## config.mk

```make
export PLATFORM = sky130hd
export DESIGN_NAME = gradient_bucket_packer
export DESIGN_NICKNAME = d
export VERILOG_FILES = /design/src/gbp_pkg.sv /design/src/gradient_bucket_packer.sv /design/src/gbp_fifo.sv /design/src/gbp_front.sv /design/src/gbp_back.sv
export SDC_FILE = /design/constraint.sdc
export NUM_CORES = 2
export LEC_CHECK = 0
export BUFFER_PORTS_ARGS = -buffer_cell sky130_fd_sc_hd__clkbuf_2
export CAP_MARGIN = 20
export CORE_MARGIN = 2
export CORE_UTILIZATION = 35
export CTS_CLUSTER_DIAMETER = 40
export DETAILED_ROUTE_END_ITERATION = 6
export PLACE_DENSITY = 0.56
export SYNTH_ARGS = -nofsm -noshare
export SYNTH_HDL_FRONTEND = slang
export SYNTH_SLANG_ARGS = --single-unit
```

## constraint.sdc

```tcl
create_clock -name clk_i -period 8.4 [get_ports clk_i]
set_clock_uncertainty 0.2 [all_clocks]
set_input_delay 0 -clock clk_i [delete_from_list [all_inputs] [get_ports clk_i]]
set_output_delay 0 -clock clk_i [all_outputs]
set_load 0.005 [all_outputs]
```

## src/gbp_pkg.sv

```systemverilog
// Shared types and constants for the gradient bucket packer.
// No dependencies; used by gbp_front, gbp_back and gradient_bucket_packer.
package gbp_pkg;

  localparam int unsigned IndexW  = 16;
  localparam int unsigned GroupW  = 3;
  localparam int unsigned BytesW  = 40;
  localparam int unsigned CapW    = 41;
  localparam int unsigned BucketW = 16;

  localparam logic [CapW-1:0] FirstCapReset  = 41'd1048576;
  localparam logic [CapW-1:0] NormalCapReset = 41'd26214400;

  // configuration register indexes
  localparam logic RegFirstCap  = 1'b0;
  localparam logic RegNormalCap = 1'b1;

  typedef enum logic [1:0] {
    KIND_OPEN  = 2'd0,
    KIND_CLOSE = 2'd1,
    KIND_FLUSH = 2'd2
  } gbp_kind_e;

  // tensor descriptor after group reduction
  typedef struct packed {
    logic [IndexW-1:0] index;
    logic [GroupW-1:0] group;
    logic [BytesW-1:0] bytes;
    logic              last;
  } gbp_item_t;

  typedef struct packed {
    gbp_kind_e          kind;
    logic [IndexW-1:0]  index;
    logic [GroupW-1:0]  group;
    logic [BucketW-1:0] bucket;
    logic               last;
  } gbp_rec_t;

endpackage

```

## src/gradient_bucket_packer.sv

```systemverilog
// Top level of the gradient bucket packer: front queue plus bucketing back end.
// Depends on gbp_pkg, gbp_front and gbp_back.
//
//   channel   direction  handshake          payload
//   tensor    in         push / full        tensor_index_i group_id_i byte_count_i
//                                           last_tensor_i
//   record    out        pop / empty        record_kind_o placed_index_o
//                                           placed_group_o bucket_number_o last_result_o
//   config    in         cfg_we_i           cfg_index_i cfg_data_i
//
// One tensor per cycle unless a waiting result or a flush walk stalls it: a single 41-bit add,
// saturate and cap compare per item. A last tensor that leaves a group open starts a
// flush walk over the groups seen (at most NUM_GROUPS); no tensor leaves the front
// queue meanwhile. Results sit in a one-word output register; pop low stalls the back
// end and then fills the QUEUE_DEPTH-word front queue. Reset clears totals, flags and
// counters; caps return to 1 MiB and 25 MiB. The end flush keeps the caps.
module gradient_bucket_packer #(
  parameter int unsigned NUM_GROUPS  = 8,
  parameter int unsigned QUEUE_DEPTH = 2
) (
  input  logic                          clk_i,
  input  logic                          rst_ni,
  input  logic                          push,
  output logic                          full,
  input  logic [gbp_pkg::IndexW-1:0]    tensor_index_i,
  input  logic [gbp_pkg::GroupW-1:0]    group_id_i,
  input  logic [gbp_pkg::BytesW-1:0]    byte_count_i,
  input  logic                          last_tensor_i,
  input  logic                          pop,
  output logic                          empty,
  output logic [1:0]                    record_kind_o,
  output logic [gbp_pkg::IndexW-1:0]    placed_index_o,
  output logic [gbp_pkg::GroupW-1:0]    placed_group_o,
  output logic [gbp_pkg::BucketW-1:0]   bucket_number_o,
  output logic                          last_result_o,
  input  logic                          cfg_we_i,
  input  logic                          cfg_index_i,
  input  logic [gbp_pkg::CapW-1:0]      cfg_data_i
);

  gbp_pkg::gbp_item_t item;
  logic               item_empty, item_pop;
  gbp_pkg::gbp_rec_t  rec;

  gbp_front #(
    .NUM_GROUPS (NUM_GROUPS),
    .QUEUE_DEPTH(QUEUE_DEPTH)
  ) u_front (
    .clk_i         (clk_i),
    .rst_ni        (rst_ni),
    .push_i        (push),
    .full_o        (full),
    .tensor_index_i(tensor_index_i),
    .group_id_i    (group_id_i),
    .byte_count_i  (byte_count_i),
    .last_tensor_i (last_tensor_i),
    .item_pop_i    (item_pop),
    .item_o        (item),
    .item_empty_o  (item_empty)
  );

  gbp_back #(
    .NUM_GROUPS(NUM_GROUPS)
  ) u_back (
    .clk_i       (clk_i),
    .rst_ni      (rst_ni),
    .cfg_we_i    (cfg_we_i),
    .cfg_index_i (cfg_index_i),
    .cfg_data_i  (cfg_data_i),
    .item_i      (item),
    .item_empty_i(item_empty),
    .item_pop_o  (item_pop),
    .pop_i       (pop),
    .empty_o     (empty),
    .rec_o       (rec)
  );

  assign record_kind_o   = rec.kind;
  assign placed_index_o  = rec.index;
  assign placed_group_o  = rec.group;
  assign bucket_number_o = rec.bucket;
  assign last_result_o   = rec.last;

endmodule

```

## src/gbp_fifo.sv

```systemverilog
// Small first-in first-out queue of raw words.
// No dependencies; instanced by gbp_front.
module gbp_fifo #(
  parameter int unsigned WIDTH = 8,
  parameter int unsigned DEPTH = 2
) (
  input  logic             clk_i,
  input  logic             rst_ni,
  input  logic             push_i,
  input  logic [WIDTH-1:0] data_i,
  output logic             full_o,
  input  logic             pop_i,
  output logic [WIDTH-1:0] data_o,
  output logic             empty_o
);

  localparam int unsigned AW = (DEPTH > 1) ? $clog2(DEPTH) : 1;
  localparam int unsigned CW = $clog2(DEPTH + 1);

  logic [WIDTH-1:0] mem_q [DEPTH];
  logic [AW-1:0]    wr_ptr_q, wr_ptr_d, rd_ptr_q, rd_ptr_d;
  logic [CW-1:0]    cnt_q, cnt_d;
  logic             do_push, do_pop;

  assign full_o  = (cnt_q == CW'(DEPTH));
  assign empty_o = (cnt_q == '0);
  assign do_push = push_i && !full_o;
  assign do_pop  = pop_i && !empty_o;
  assign data_o  = mem_q[rd_ptr_q];

  always_comb begin
    wr_ptr_d = wr_ptr_q;
    rd_ptr_d = rd_ptr_q;
    cnt_d    = cnt_q;
    if (do_push) begin
      wr_ptr_d = (wr_ptr_q == AW'(DEPTH - 1)) ? '0 : wr_ptr_q + 1'b1;
    end
    if (do_pop) begin
      rd_ptr_d = (rd_ptr_q == AW'(DEPTH - 1)) ? '0 : rd_ptr_q + 1'b1;
    end
    if (do_push && !do_pop) begin
      cnt_d = cnt_q + 1'b1;
    end else if (do_pop && !do_push) begin
      cnt_d = cnt_q - 1'b1;
    end
  end

  always_ff @(posedge clk_i or negedge rst_ni) begin
    if (!rst_ni) begin
      wr_ptr_q <= '0;
      rd_ptr_q <= '0;
      cnt_q    <= '0;
    end else begin
      wr_ptr_q <= wr_ptr_d;
      rd_ptr_q <= rd_ptr_d;
      cnt_q    <= cnt_d;
    end
  end

  always_ff @(posedge clk_i) begin
    if (do_push) begin
      mem_q[wr_ptr_q] <= data_i;
    end
  end

endmodule

```

## src/gbp_front.sv

```systemverilog
// Front end: takes tensor descriptors, folds the group id into range, queues them.
// Depends on gbp_pkg and gbp_fifo.
module gbp_front #(
  parameter int unsigned NUM_GROUPS  = 8,
  parameter int unsigned QUEUE_DEPTH = 2
) (
  input  logic                           clk_i,
  input  logic                           rst_ni,
  input  logic                           push_i,
  output logic                           full_o,
  input  logic [gbp_pkg::IndexW-1:0]     tensor_index_i,
  input  logic [gbp_pkg::GroupW-1:0]     group_id_i,
  input  logic [gbp_pkg::BytesW-1:0]     byte_count_i,
  input  logic                           last_tensor_i,
  input  logic                           item_pop_i,
  output gbp_pkg::gbp_item_t             item_o,
  output logic                           item_empty_o
);

  localparam int unsigned NumIds = 1 << gbp_pkg::GroupW;

  logic [gbp_pkg::GroupW-1:0] gmap [NumIds];
  gbp_pkg::gbp_item_t         item_in;
  logic [$bits(gbp_pkg::gbp_item_t)-1:0] head;

  // group id modulo group count, folded at elaboration into a lookup
  for (genvar v = 0; v < NumIds; v++) begin : g_map
    localparam int unsigned Reduced = v % NUM_GROUPS;
    assign gmap[v] = gbp_pkg::GroupW'(Reduced);
  end

  always_comb begin
    item_in.index = tensor_index_i;
    item_in.group = gmap[group_id_i];
    item_in.bytes = byte_count_i;
    item_in.last  = last_tensor_i;
  end

  gbp_fifo #(
    .WIDTH($bits(gbp_pkg::gbp_item_t)),
    .DEPTH(QUEUE_DEPTH)
  ) u_queue (
    .clk_i  (clk_i),
    .rst_ni (rst_ni),
    .push_i (push_i),
    .data_i (item_in),
    .full_o (full_o),
    .pop_i  (item_pop_i),
    .data_o (head),
    .empty_o(item_empty_o)
  );

  assign item_o = gbp_pkg::gbp_item_t'(head);

endmodule

```

## src/gbp_back.sv

```systemverilog
// Back end: per-group byte totals, bucket closing, end flush walk, result register.
// Depends on gbp_pkg.
module gbp_back #(
  parameter int unsigned NUM_GROUPS = 8
) (
  input  logic                         clk_i,
  input  logic                         rst_ni,
  input  logic                         cfg_we_i,
  input  logic                         cfg_index_i,
  input  logic [gbp_pkg::CapW-1:0]     cfg_data_i,
  input  gbp_pkg::gbp_item_t           item_i,
  input  logic                         item_empty_i,
  output logic                         item_pop_o,
  input  logic                         pop_i,
  output logic                         empty_o,
  output gbp_pkg::gbp_rec_t            rec_o
);

  localparam int unsigned GW = (NUM_GROUPS > 1) ? $clog2(NUM_GROUPS) : 1;
  localparam int unsigned CW = $clog2(NUM_GROUPS + 1);
  localparam int unsigned SW = gbp_pkg::CapW;

  logic [SW-1:0]         first_cap_q, normal_cap_q;
  logic [SW-1:0]         bytes_q [NUM_GROUPS];
  logic [SW-1:0]         bytes_d [NUM_GROUPS];
  logic [NUM_GROUPS-1:0] nonempty_q, nonempty_d, past_q, past_d, seen_q, seen_d;
  logic [GW-1:0]         order_q [NUM_GROUPS];
  logic                  order_we;
  logic [CW-1:0]         cnt_q, cnt_d;
  logic [gbp_pkg::BucketW-1:0] bucket_q, bucket_d;
  logic                  flushing_q, flushing_d;
  logic [GW-1:0]         walk_q, walk_d;
  logic                  out_valid_q, out_valid_d;
  gbp_pkg::gbp_rec_t     out_q, out_d;

  logic                  adv, take, clear;
  logic [GW-1:0]         g, h;
  logic [SW:0]           sum_raw;
  logic [SW-1:0]         sum_sat, cap;
  logic                  close_now;
  logic [NUM_GROUPS-1:0] mask_after, mask_rest;

  assign adv        = !out_valid_q || pop_i;
  assign take       = adv && !flushing_q && !item_empty_i;
  assign item_pop_o = take;
  assign empty_o    = !out_valid_q;
  assign rec_o      = out_q;

  // placement path: one wide add, saturate, compare against the group's cap
  assign g       = GW'(item_i.group);
  assign sum_raw = {1'b0, bytes_q[g]} + (SW + 1)'(item_i.bytes);
  assign sum_sat = sum_raw[SW] ? {SW{1'b1}} : sum_raw[SW-1:0];
  assign cap     = past_q[g] ? normal_cap_q : first_cap_q;
  assign close_now = (sum_sat >= cap);

  always_comb begin
    mask_after    = nonempty_q;
    mask_after[g] = !close_now;
  end

  // flush walk path
  assign h         = order_q[walk_q];
  assign mask_rest = nonempty_q & ~(NUM_GROUPS'(1) << h);

  always_comb begin
    bytes_d     = bytes_q;
    nonempty_d  = nonempty_q;
    past_d      = past_q;
    seen_d      = seen_q;
    order_we    = 1'b0;
    cnt_d       = cnt_q;
    bucket_d    = bucket_q;
    flushing_d  = flushing_q;
    walk_d      = walk_q;
    out_valid_d = out_valid_q;
    out_d       = out_q;
    clear       = 1'b0;

    if (take) begin
      if (!seen_q[g]) begin
        seen_d[g] = 1'b1;
        order_we  = 1'b1;
        cnt_d     = cnt_q + 1'b1;
      end
      out_valid_d  = 1'b1;
      out_d.index  = item_i.index;
      out_d.group  = item_i.group;
      out_d.last   = !item_i.last || (mask_after == '0);
      nonempty_d   = mask_after;
      if (close_now) begin
        out_d.kind   = gbp_pkg::KIND_CLOSE;
        out_d.bucket = bucket_q;
        bucket_d     = bucket_q + 1'b1;
        bytes_d[g]   = '0;
        past_d[g]    = 1'b1;
      end else begin
        out_d.kind   = gbp_pkg::KIND_OPEN;
        out_d.bucket = '0;
        bytes_d[g]   = sum_sat;
      end
      if (item_i.last) begin
        if (mask_after == '0) begin
          clear = 1'b1;
        end else begin
          flushing_d = 1'b1;
          walk_d     = '0;
        end
      end
    end else if (flushing_q && adv) begin
      walk_d = walk_q + 1'b1;
      if (nonempty_q[h]) begin
        out_valid_d   = 1'b1;
        out_d.kind    = gbp_pkg::KIND_FLUSH;
        out_d.index   = '0;
        out_d.group   = gbp_pkg::GroupW'(h);
        out_d.bucket  = bucket_q;
        out_d.last    = (mask_rest == '0);
        bucket_d      = bucket_q + 1'b1;
        bytes_d[h]    = '0;
        nonempty_d[h] = 1'b0;
        past_d[h]     = 1'b1;
        if (mask_rest == '0) begin
          clear      = 1'b1;
          flushing_d = 1'b0;
        end
      end else begin
        out_valid_d = 1'b0;
      end
    end else if (adv) begin
      out_valid_d = 1'b0;
    end

    if (clear) begin
      for (int i = 0; i < NUM_GROUPS; i++) begin
        bytes_d[i] = '0;
      end
      nonempty_d = '0;
      past_d     = '0;
      seen_d     = '0;
      cnt_d      = '0;
      bucket_d   = '0;
    end
  end

  always_ff @(posedge clk_i or negedge rst_ni) begin
    if (!rst_ni) begin
      first_cap_q  <= gbp_pkg::FirstCapReset;
      normal_cap_q <= gbp_pkg::NormalCapReset;
      for (int i = 0; i < NUM_GROUPS; i++) begin
        bytes_q[i] <= '0;
      end
      nonempty_q  <= '0;
      past_q      <= '0;
      seen_q      <= '0;
      cnt_q       <= '0;
      bucket_q    <= '0;
      flushing_q  <= 1'b0;
      walk_q      <= '0;
      out_valid_q <= 1'b0;
    end else begin
      if (cfg_we_i && cfg_index_i == gbp_pkg::RegFirstCap) begin
        first_cap_q <= cfg_data_i;
      end
      if (cfg_we_i && cfg_index_i == gbp_pkg::RegNormalCap) begin
        normal_cap_q <= cfg_data_i;
      end
      bytes_q     <= bytes_d;
      nonempty_q  <= nonempty_d;
      past_q      <= past_d;
      seen_q      <= seen_d;
      cnt_q       <= cnt_d;
      bucket_q    <= bucket_d;
      flushing_q  <= flushing_d;
      walk_q      <= walk_d;
      out_valid_q <= out_valid_d;
    end
  end

  always_ff @(posedge clk_i) begin
    out_q <= out_d;
    if (order_we) begin
      order_q[cnt_q[GW-1:0]] <= g;
    end
  end

endmodule
```

; After elaboration in Yosys (flattened, before gate mapping)
; Memory sizes are Yosys's and may differ from the RTL's.
; Cells that the tools add are included.
[word_totals]
in_bits = 107
rom_bits = 24
ram_bits = 144
out_inout_bits = 40
memories = 3
wordCells = 191
register_bits = 501
[classes]
add_sub_neg = 8
n_shift = 1
n_bitwise = 15
eq_ne = 5
mux = 83
magnitude_cmp = 10
reduce_logical = 40
[mem_list]
columns = memory, words, width, rd, rd_ports_with_merged_regs, wr, line
row1 = u_front.u_queue.mem_q, 2, 60, 1, 0, 1, gbp_fifo.sv:20  ; logic [WIDTH-1:0] mem_q [DEPTH];
row2 = (no name shown), 8, 3, 1, 0, 0, gbp_front.sv:34  ; item_in.group = gmap[group_id_i];
row3 = u_back.order_q, 8, 3, 1, 0, 1, gbp_back.sv:27  ; logic [GW-1:0] order_q [NUM_GROUPS];
[op_table]
columns = operator, count
row1 = two-way mux 328 bit, 5
row2 = bitwise AND 328 bit, 2
row3 = NOT 328 bit, 2
row4 = bitwise mux 328 bit, 1
row5 = demux 41 bit (select 3 bit), 2
row6 = two-way mux 41 bit, 6
row7 = binary-select mux 41 bit (select 3 bit), 1
row8 = two-way mux 38 bit, 3
row9 = two-way mux 16 bit, 6
row10 = two-way mux 8 bit, 12
row11 = adder 41 x 40 -> 42 bit, 1
row12 = >= comparator 41 bit, 1
row13 = two-way mux 1 bit, 30
row14 = bitwise OR 8 bit, 3
row15 = two-way mux 3 bit, 6
row16 = "adder 16 x 1 -> 16 bit, second input constant", 1
row17 = bitwise AND 8 bit, 2
row18 = zero test 8 bit, 2
row19 = NOT 8 bit, 2
row20 = logical AND 1 bit, 13
row21 = ">= comparator 4 bit, second input constant", 3
row22 = two-way mux 4 bit, 3
row23 = NOT 3 -> 4 bit, 3
row24 = nonzero test 2 bit, 5
row25 = 25 further kinds, 47

; Longest topological paths before layout
; An unclocked memory read counts as a cell.
[depth]
word_depth = 16
mapped_depth = 33
depth_no_buf = 27

; Cells and area by module
; A second synthesis with hierarchy kept.
[unflattened]
hier_cells = 2662
area_unflattened_um2 = 31441.4
[by_module_without_submodules]
columns = mod, n_inst, area_each_um2, seq_area_each_um2, cells_each
row1 = gbp_back, 1, 26613.0, 13327.8, 2456
row2 = gbp_fifo, 1, 4828.4, 3703.6, 206

; Least setup slack after synthesis
; No wires, ideal clock.
[synth_path]
path_type = flip-flop to flip-flop
startpoint = reg u_front.u_queue.rd_ptr_q
endpoint = reg u_back.bytes_q[39] (netlist bit)
setup_slack_ns = 1.137
path_stages_with_launch = 33
arrival_time_ns = 6.990
path_buffers = 8
setup_time_ns = 0.073
period_less_slack_ns = 7.263
t_required_ns = 8.127
path_cell_list = dfrtp_1 > buf_4 > mux2i_2 > inv_2 > clkbuf_1 > nand3_1 > clkbuf_1 > clkbuf_1 > o22ai_1 > nor3_1 > ha_1 > o21a_1 > o211ai_1 > a31o_2 > a2111oi_0 > nor4_1 > or3_1 > buf_2 > buf_2 > nand2_1 > ha_1 > nand3_1 > nor3_1 > a221oi_1 > o211ai_1 > o21a_1 > nor3_1 > nor2_1 > buf_2 > nor2_1 > clkbuf_1 > o21ai_0 > a21oi_2
[synth_lines]
columns = item, line
row1 = from (decl), gbp_fifo.sv:21  ; logic [AW-1:0] wr_ptr_q, wr_ptr_d, rd_ptr_q, rd_ptr_d;
row2 = from (signal assigned), gbp_fifo.sv:55  ; rd_ptr_q <= rd_ptr_d;
row3 = to (signal assigned), gbp_back.sv:167  ; bytes_q <= bytes_d;
row4 = to (decl), gbp_back.sv:24  ; logic [SW-1:0] bytes_q [NUM_GROUPS];

; Worst setup path after layout
[layout_path]
startpoint = reg u_front.u_queue.rd_ptr_q
endpoint = reg u_back.bytes_q[76] (netlist bit)
[layout_between]
elab_chain_len = 16
word_cells_on_any_way = 36
cone_classes = add/sub: 1 / order compare: 5 / mux: 19 / bitwise: 3 / reduce/logical: 7 / memory: 1
[layout_lines]
columns = item, line
row1 = memory read (2 x 60 bit) *, -
row2 = NOT 3 -> 4 bit (not written as such), "gbp_back.sv:51, gbp_back.sv:94, gbp_back.sv:99"
row3 = binary-select mux 41 bit (select 3 bit), gbp_back.sv:51  ; assign sum_raw = {1'b0, bytes_q[g]} + (SW + 1)'(item_i.bytes);
row4 = two-way mux 41 bit (not written as such) (2 in series), gbp_back.sv:51
row5 = adder 41 x 40 -> 42 bit, gbp_back.sv:51
row6 = two-way mux 41 bit, gbp_back.sv:52  ; assign sum_sat = sum_raw[SW] ? {SW{1'b1}} : sum_raw[SW-1:0];
row7 = >= comparator 41 bit, gbp_back.sv:54  ; assign close_now = (sum_sat >= cap);
row8 = zero test 1 bit, gbp_back.sv:58  ; mask_after[g] = !close_now;
row9 = bitwise mux 8 bit, gbp_back.sv:58
row10 = zero test 8 bit, gbp_back.sv:102  ; if (mask_after == '0) begin
row11 = two-way mux 1 bit, gbp_back.sv:102
row12 = two-way mux 1 bit, gbp_back.sv:101  ; if (item_i.last) begin
row13 = two-way mux 1 bit, gbp_back.sv:79  ; if (take) begin
row14 = nonzero test 3 bit (no line), -
row15 = AND reduction 2 bit (no line), -
; Mark *: on every way between the ends. The rest lies on a longest branch, timed or not. The select of a mux whose other input is x is not followed.
; A chain may end at the register's enable or synchronous reset.

==> metrics <==
die area=between 0.09 and 0.1 sq mm; placed cells=between 4000 and 5000; Max Slew Vio Count=0; IO Pins=~150; area taken by multi-input logic gates=0.0129 sq mm; cell count after synthesis=2760; H-Tree Depth=3; largest net degree at the start of global routing=about 190; final hold vios=0; DP HPWL=70400 um; initial drt markers=2429; CTS root buf=clkbuf_16; CP Data Required Time=8.76 ns; most frequent CP cell=buf_4; post-detailed-route count of antenna-violating nets=0; Post-synth EDFFs=between 150 and 200; syn_nets=just under 3000; mean post-synth cell area=roughly 11 sq um; max incr delay on CP=0.67 ns; Synth Flop Type=dfrtp_1; slowest stage cell, crit path=a21oi_1; Max-Cap Viols=0; Ys Warns=0; maximum clock path buffer count=3; Placement Rows=108; initial antenna violation count=3; Worst-Skew Late Latency=roughly 0.71 ns; vias in the first global route=between 20000 and 30000; Die H=301 um; PortBufs=146; GRT Resource Usage Total=23.9%; min Tclk post-route=8.09 ns; crit path launch type=flop; core area=0.0870 sq mm; gpl congestion=0.919; share of cells above drive strength 1=23.1%; first drt pass iteration count=7; cell area after layout=0.0401 sq mm; Relative slew margins=29.2%; crit path max fanout=40; Worst-Margin Slew=1.06 ns; Data arrival, critical path=8.45 ns; Fmax=124 MHz; Yosys reg bits=644; via count=about 26000; final setup margin=0.313 ns; Routed WL=about 110000 um; Initial Utilization=35.4%; Layout area overhead=30.3%; hold slack=0.107 ns; Post-Layout Cell Count=4522; commonest non-fill, non-tap cell in the layout=dfrtp_1; total CTS buffers=106; pre-CTS setup slack=0.268 ns; CTS tree=built; CP Class=reg2reg; wire per inst=24.0 um; FF+latch area=0.0170 sq mm; grt ovf=0; CTS sink count=between 600 and 700; Die X=roughly 300 um; Final Setup Violations=0; worst hold path class=in2reg; CP endpoint kind=flop; Synth cell types=95; commonest non-fill, non-tap cells in the layout=dfrtp_1, nand2_1, dlygate4sd3_1; Seq/Total Area, Yosys=between 50% and 60%; period utilization=96.3%; status=finished with violations; Post-Synthesis Cell Area=approximately 0.031 sq mm; fillers=7945; Clock transition at path regs=0.05 ns; global-route wire length before repair=around 160000 um; Final Net Count=3468; Via density=5.71; Post-synth ARST share=71.7%; drc violations=11; Post-DP Area=0.0343 sq mm; failing checks=DRC
cells in the mapped netlist, drive strengths merged (18+ instances only):
cell type | n | area share (%)
xor2 | 23 | 0.65
ha | 85 | 3.5
dfrtp | 458 | 37
a21o | 37 | 0.90
nor3 | 52 | 0.91
a22oi | 23 | 0.61
inv | 50 | 0.61
clkbuf | 102 | 1.2
nand3 | 59 | 1.0
o21ai | 68 | 1.2
mux2i | 67 | 2.2
edfxtp | 182 | 18
o22ai | 128 | 2.6
and2 | 23 | 0.48
o221ai | 20 | 0.57
buf | 72 | 1.4
a22o | 164 | 4.7
nand2 | 345 | 4.2
mux2 | 127 | 4.6
nor2 | 197 | 2.4
xnor2 | 22 | 0.63
nor4 | 22 | 0.45
nand4 | 18 | 0.37
a21oi | 202 | 3.5
worst max-delay path: cells and delay by family (launching register included):
kind,cells,cell delay (ns)
buffers and inverters,11,2.10
muxes,1,0.19
DFF,1,0.53
AOI/OAI and AO/OA,9,2.80
adders and majority gates,2,0.69
and+or+nand+nor,8,1.39
what timing repair did:
action | CTS | global route
resized for setup | 0 | 14
setup buffers | 0 | 2
hold buffers | 211 | 0
endpoints found under the setup margin | 0 | 291
hold endpoints to repair | 364 | 0
sequential cells by signal (all words and copies together) (netlist names):
name / count
u_back.bucket_q: 16
u_back.bytes_q: 328
u_back.cnt_q: 3
u_back.first_cap_q: 41
u_back.flushing_q: 1
u_back.nonempty_q: 8
u_back.normal_cap_q: 41
u_back.order_q: 24
u_back.out_valid_q: 1
u_back.past_q: 8
u_back.rec_o: 38
u_back.seen_q: 8
u_back.walk_q: 3
u_front.u_queue.cnt_q: 2
u_front.u_queue.mem_q: 120
u_front.u_queue.rd_ptr_q: 1
u_front.u_queue.wr_ptr_q: 1
metal layers:
metal  global-route usage (%)  vias up  share of wire [%]
met5                        0        -              0.040
met3                     5.26      273                8.2
met1                     30.6    12900                 41
met2                     38.2     1309                 46
met4                     11.9        6                4.8
li1                         -    11300                  -
area by class of cell:
| cell class | count | share of cell area [%] |
|---|---|---|
| multi-input cells | 1892 | 32.2 |
| repair buffers | 580 | 12.4 |
| clock buffers | 126 | 6.95 |
| well taps | 1155 | 3.60 |
| diodes | 2 | 0.0125 |
| inverters | 51 | 0.480 |
| clock inverters | 72 | 1.90 |
| flip-flops and latches | 644 | 42.5 |
per-stage QoR:
step | utilization (%) | setup TNS [ns]
2_1_floorplan | - | 0
3_3_place_gp | 39.4 | 0
3_5_place_dp | 39.4 | 0
4_1_cts | 46.0 | 0
5_1_grt | 46.1 | -0.00845
6_report | 46.1 | 0
logic make-up (layout without fill, tap and decap cells):
family | Yosys count | count (layout) | share of synthesized area (%)
AO/OA/AOI/OAI | 779 | 779 | 17.9
XOR/XNOR | 45 | 45 | 1.28
adder cells (fa/ha/maj) | 86 | 86 | 3.52
buffers and inverters | 225 | 829 | 3.27
flip-flops | 644 | 644 | 55.3
multiplexers | 203 | 203 | 7.53
other | 0 | 2 | 0
AND/OR/NAND/NOR | 778 | 779 | 11.2
worst paths after layout:
path	startpoint	endpoint	slack (ns)	cells after the start
hold / removal	pop	u_back.out_valid_q	0.11	4
max in group asynchronous	rst_ni	u_back.bytes_q[83]	6.65	4
setup reg to reg	u_front.u_queue.rd_ptr_q	u_back.bytes_q[76]	0.31	31
hold reg to reg	u_back.bytes_q[119]	u_back.bytes_q[119]	0.28	2
min in group asynchronous	rst_ni	u_back.normal_cap_q[18]	0.32	4
setup / recovery	u_front.u_queue.rd_ptr_q	u_back.bytes_q[76]	0.31	31
Power is not shown: default switching activity piles up to over one toggle a cycle in this logic, so the estimate is an artifact.
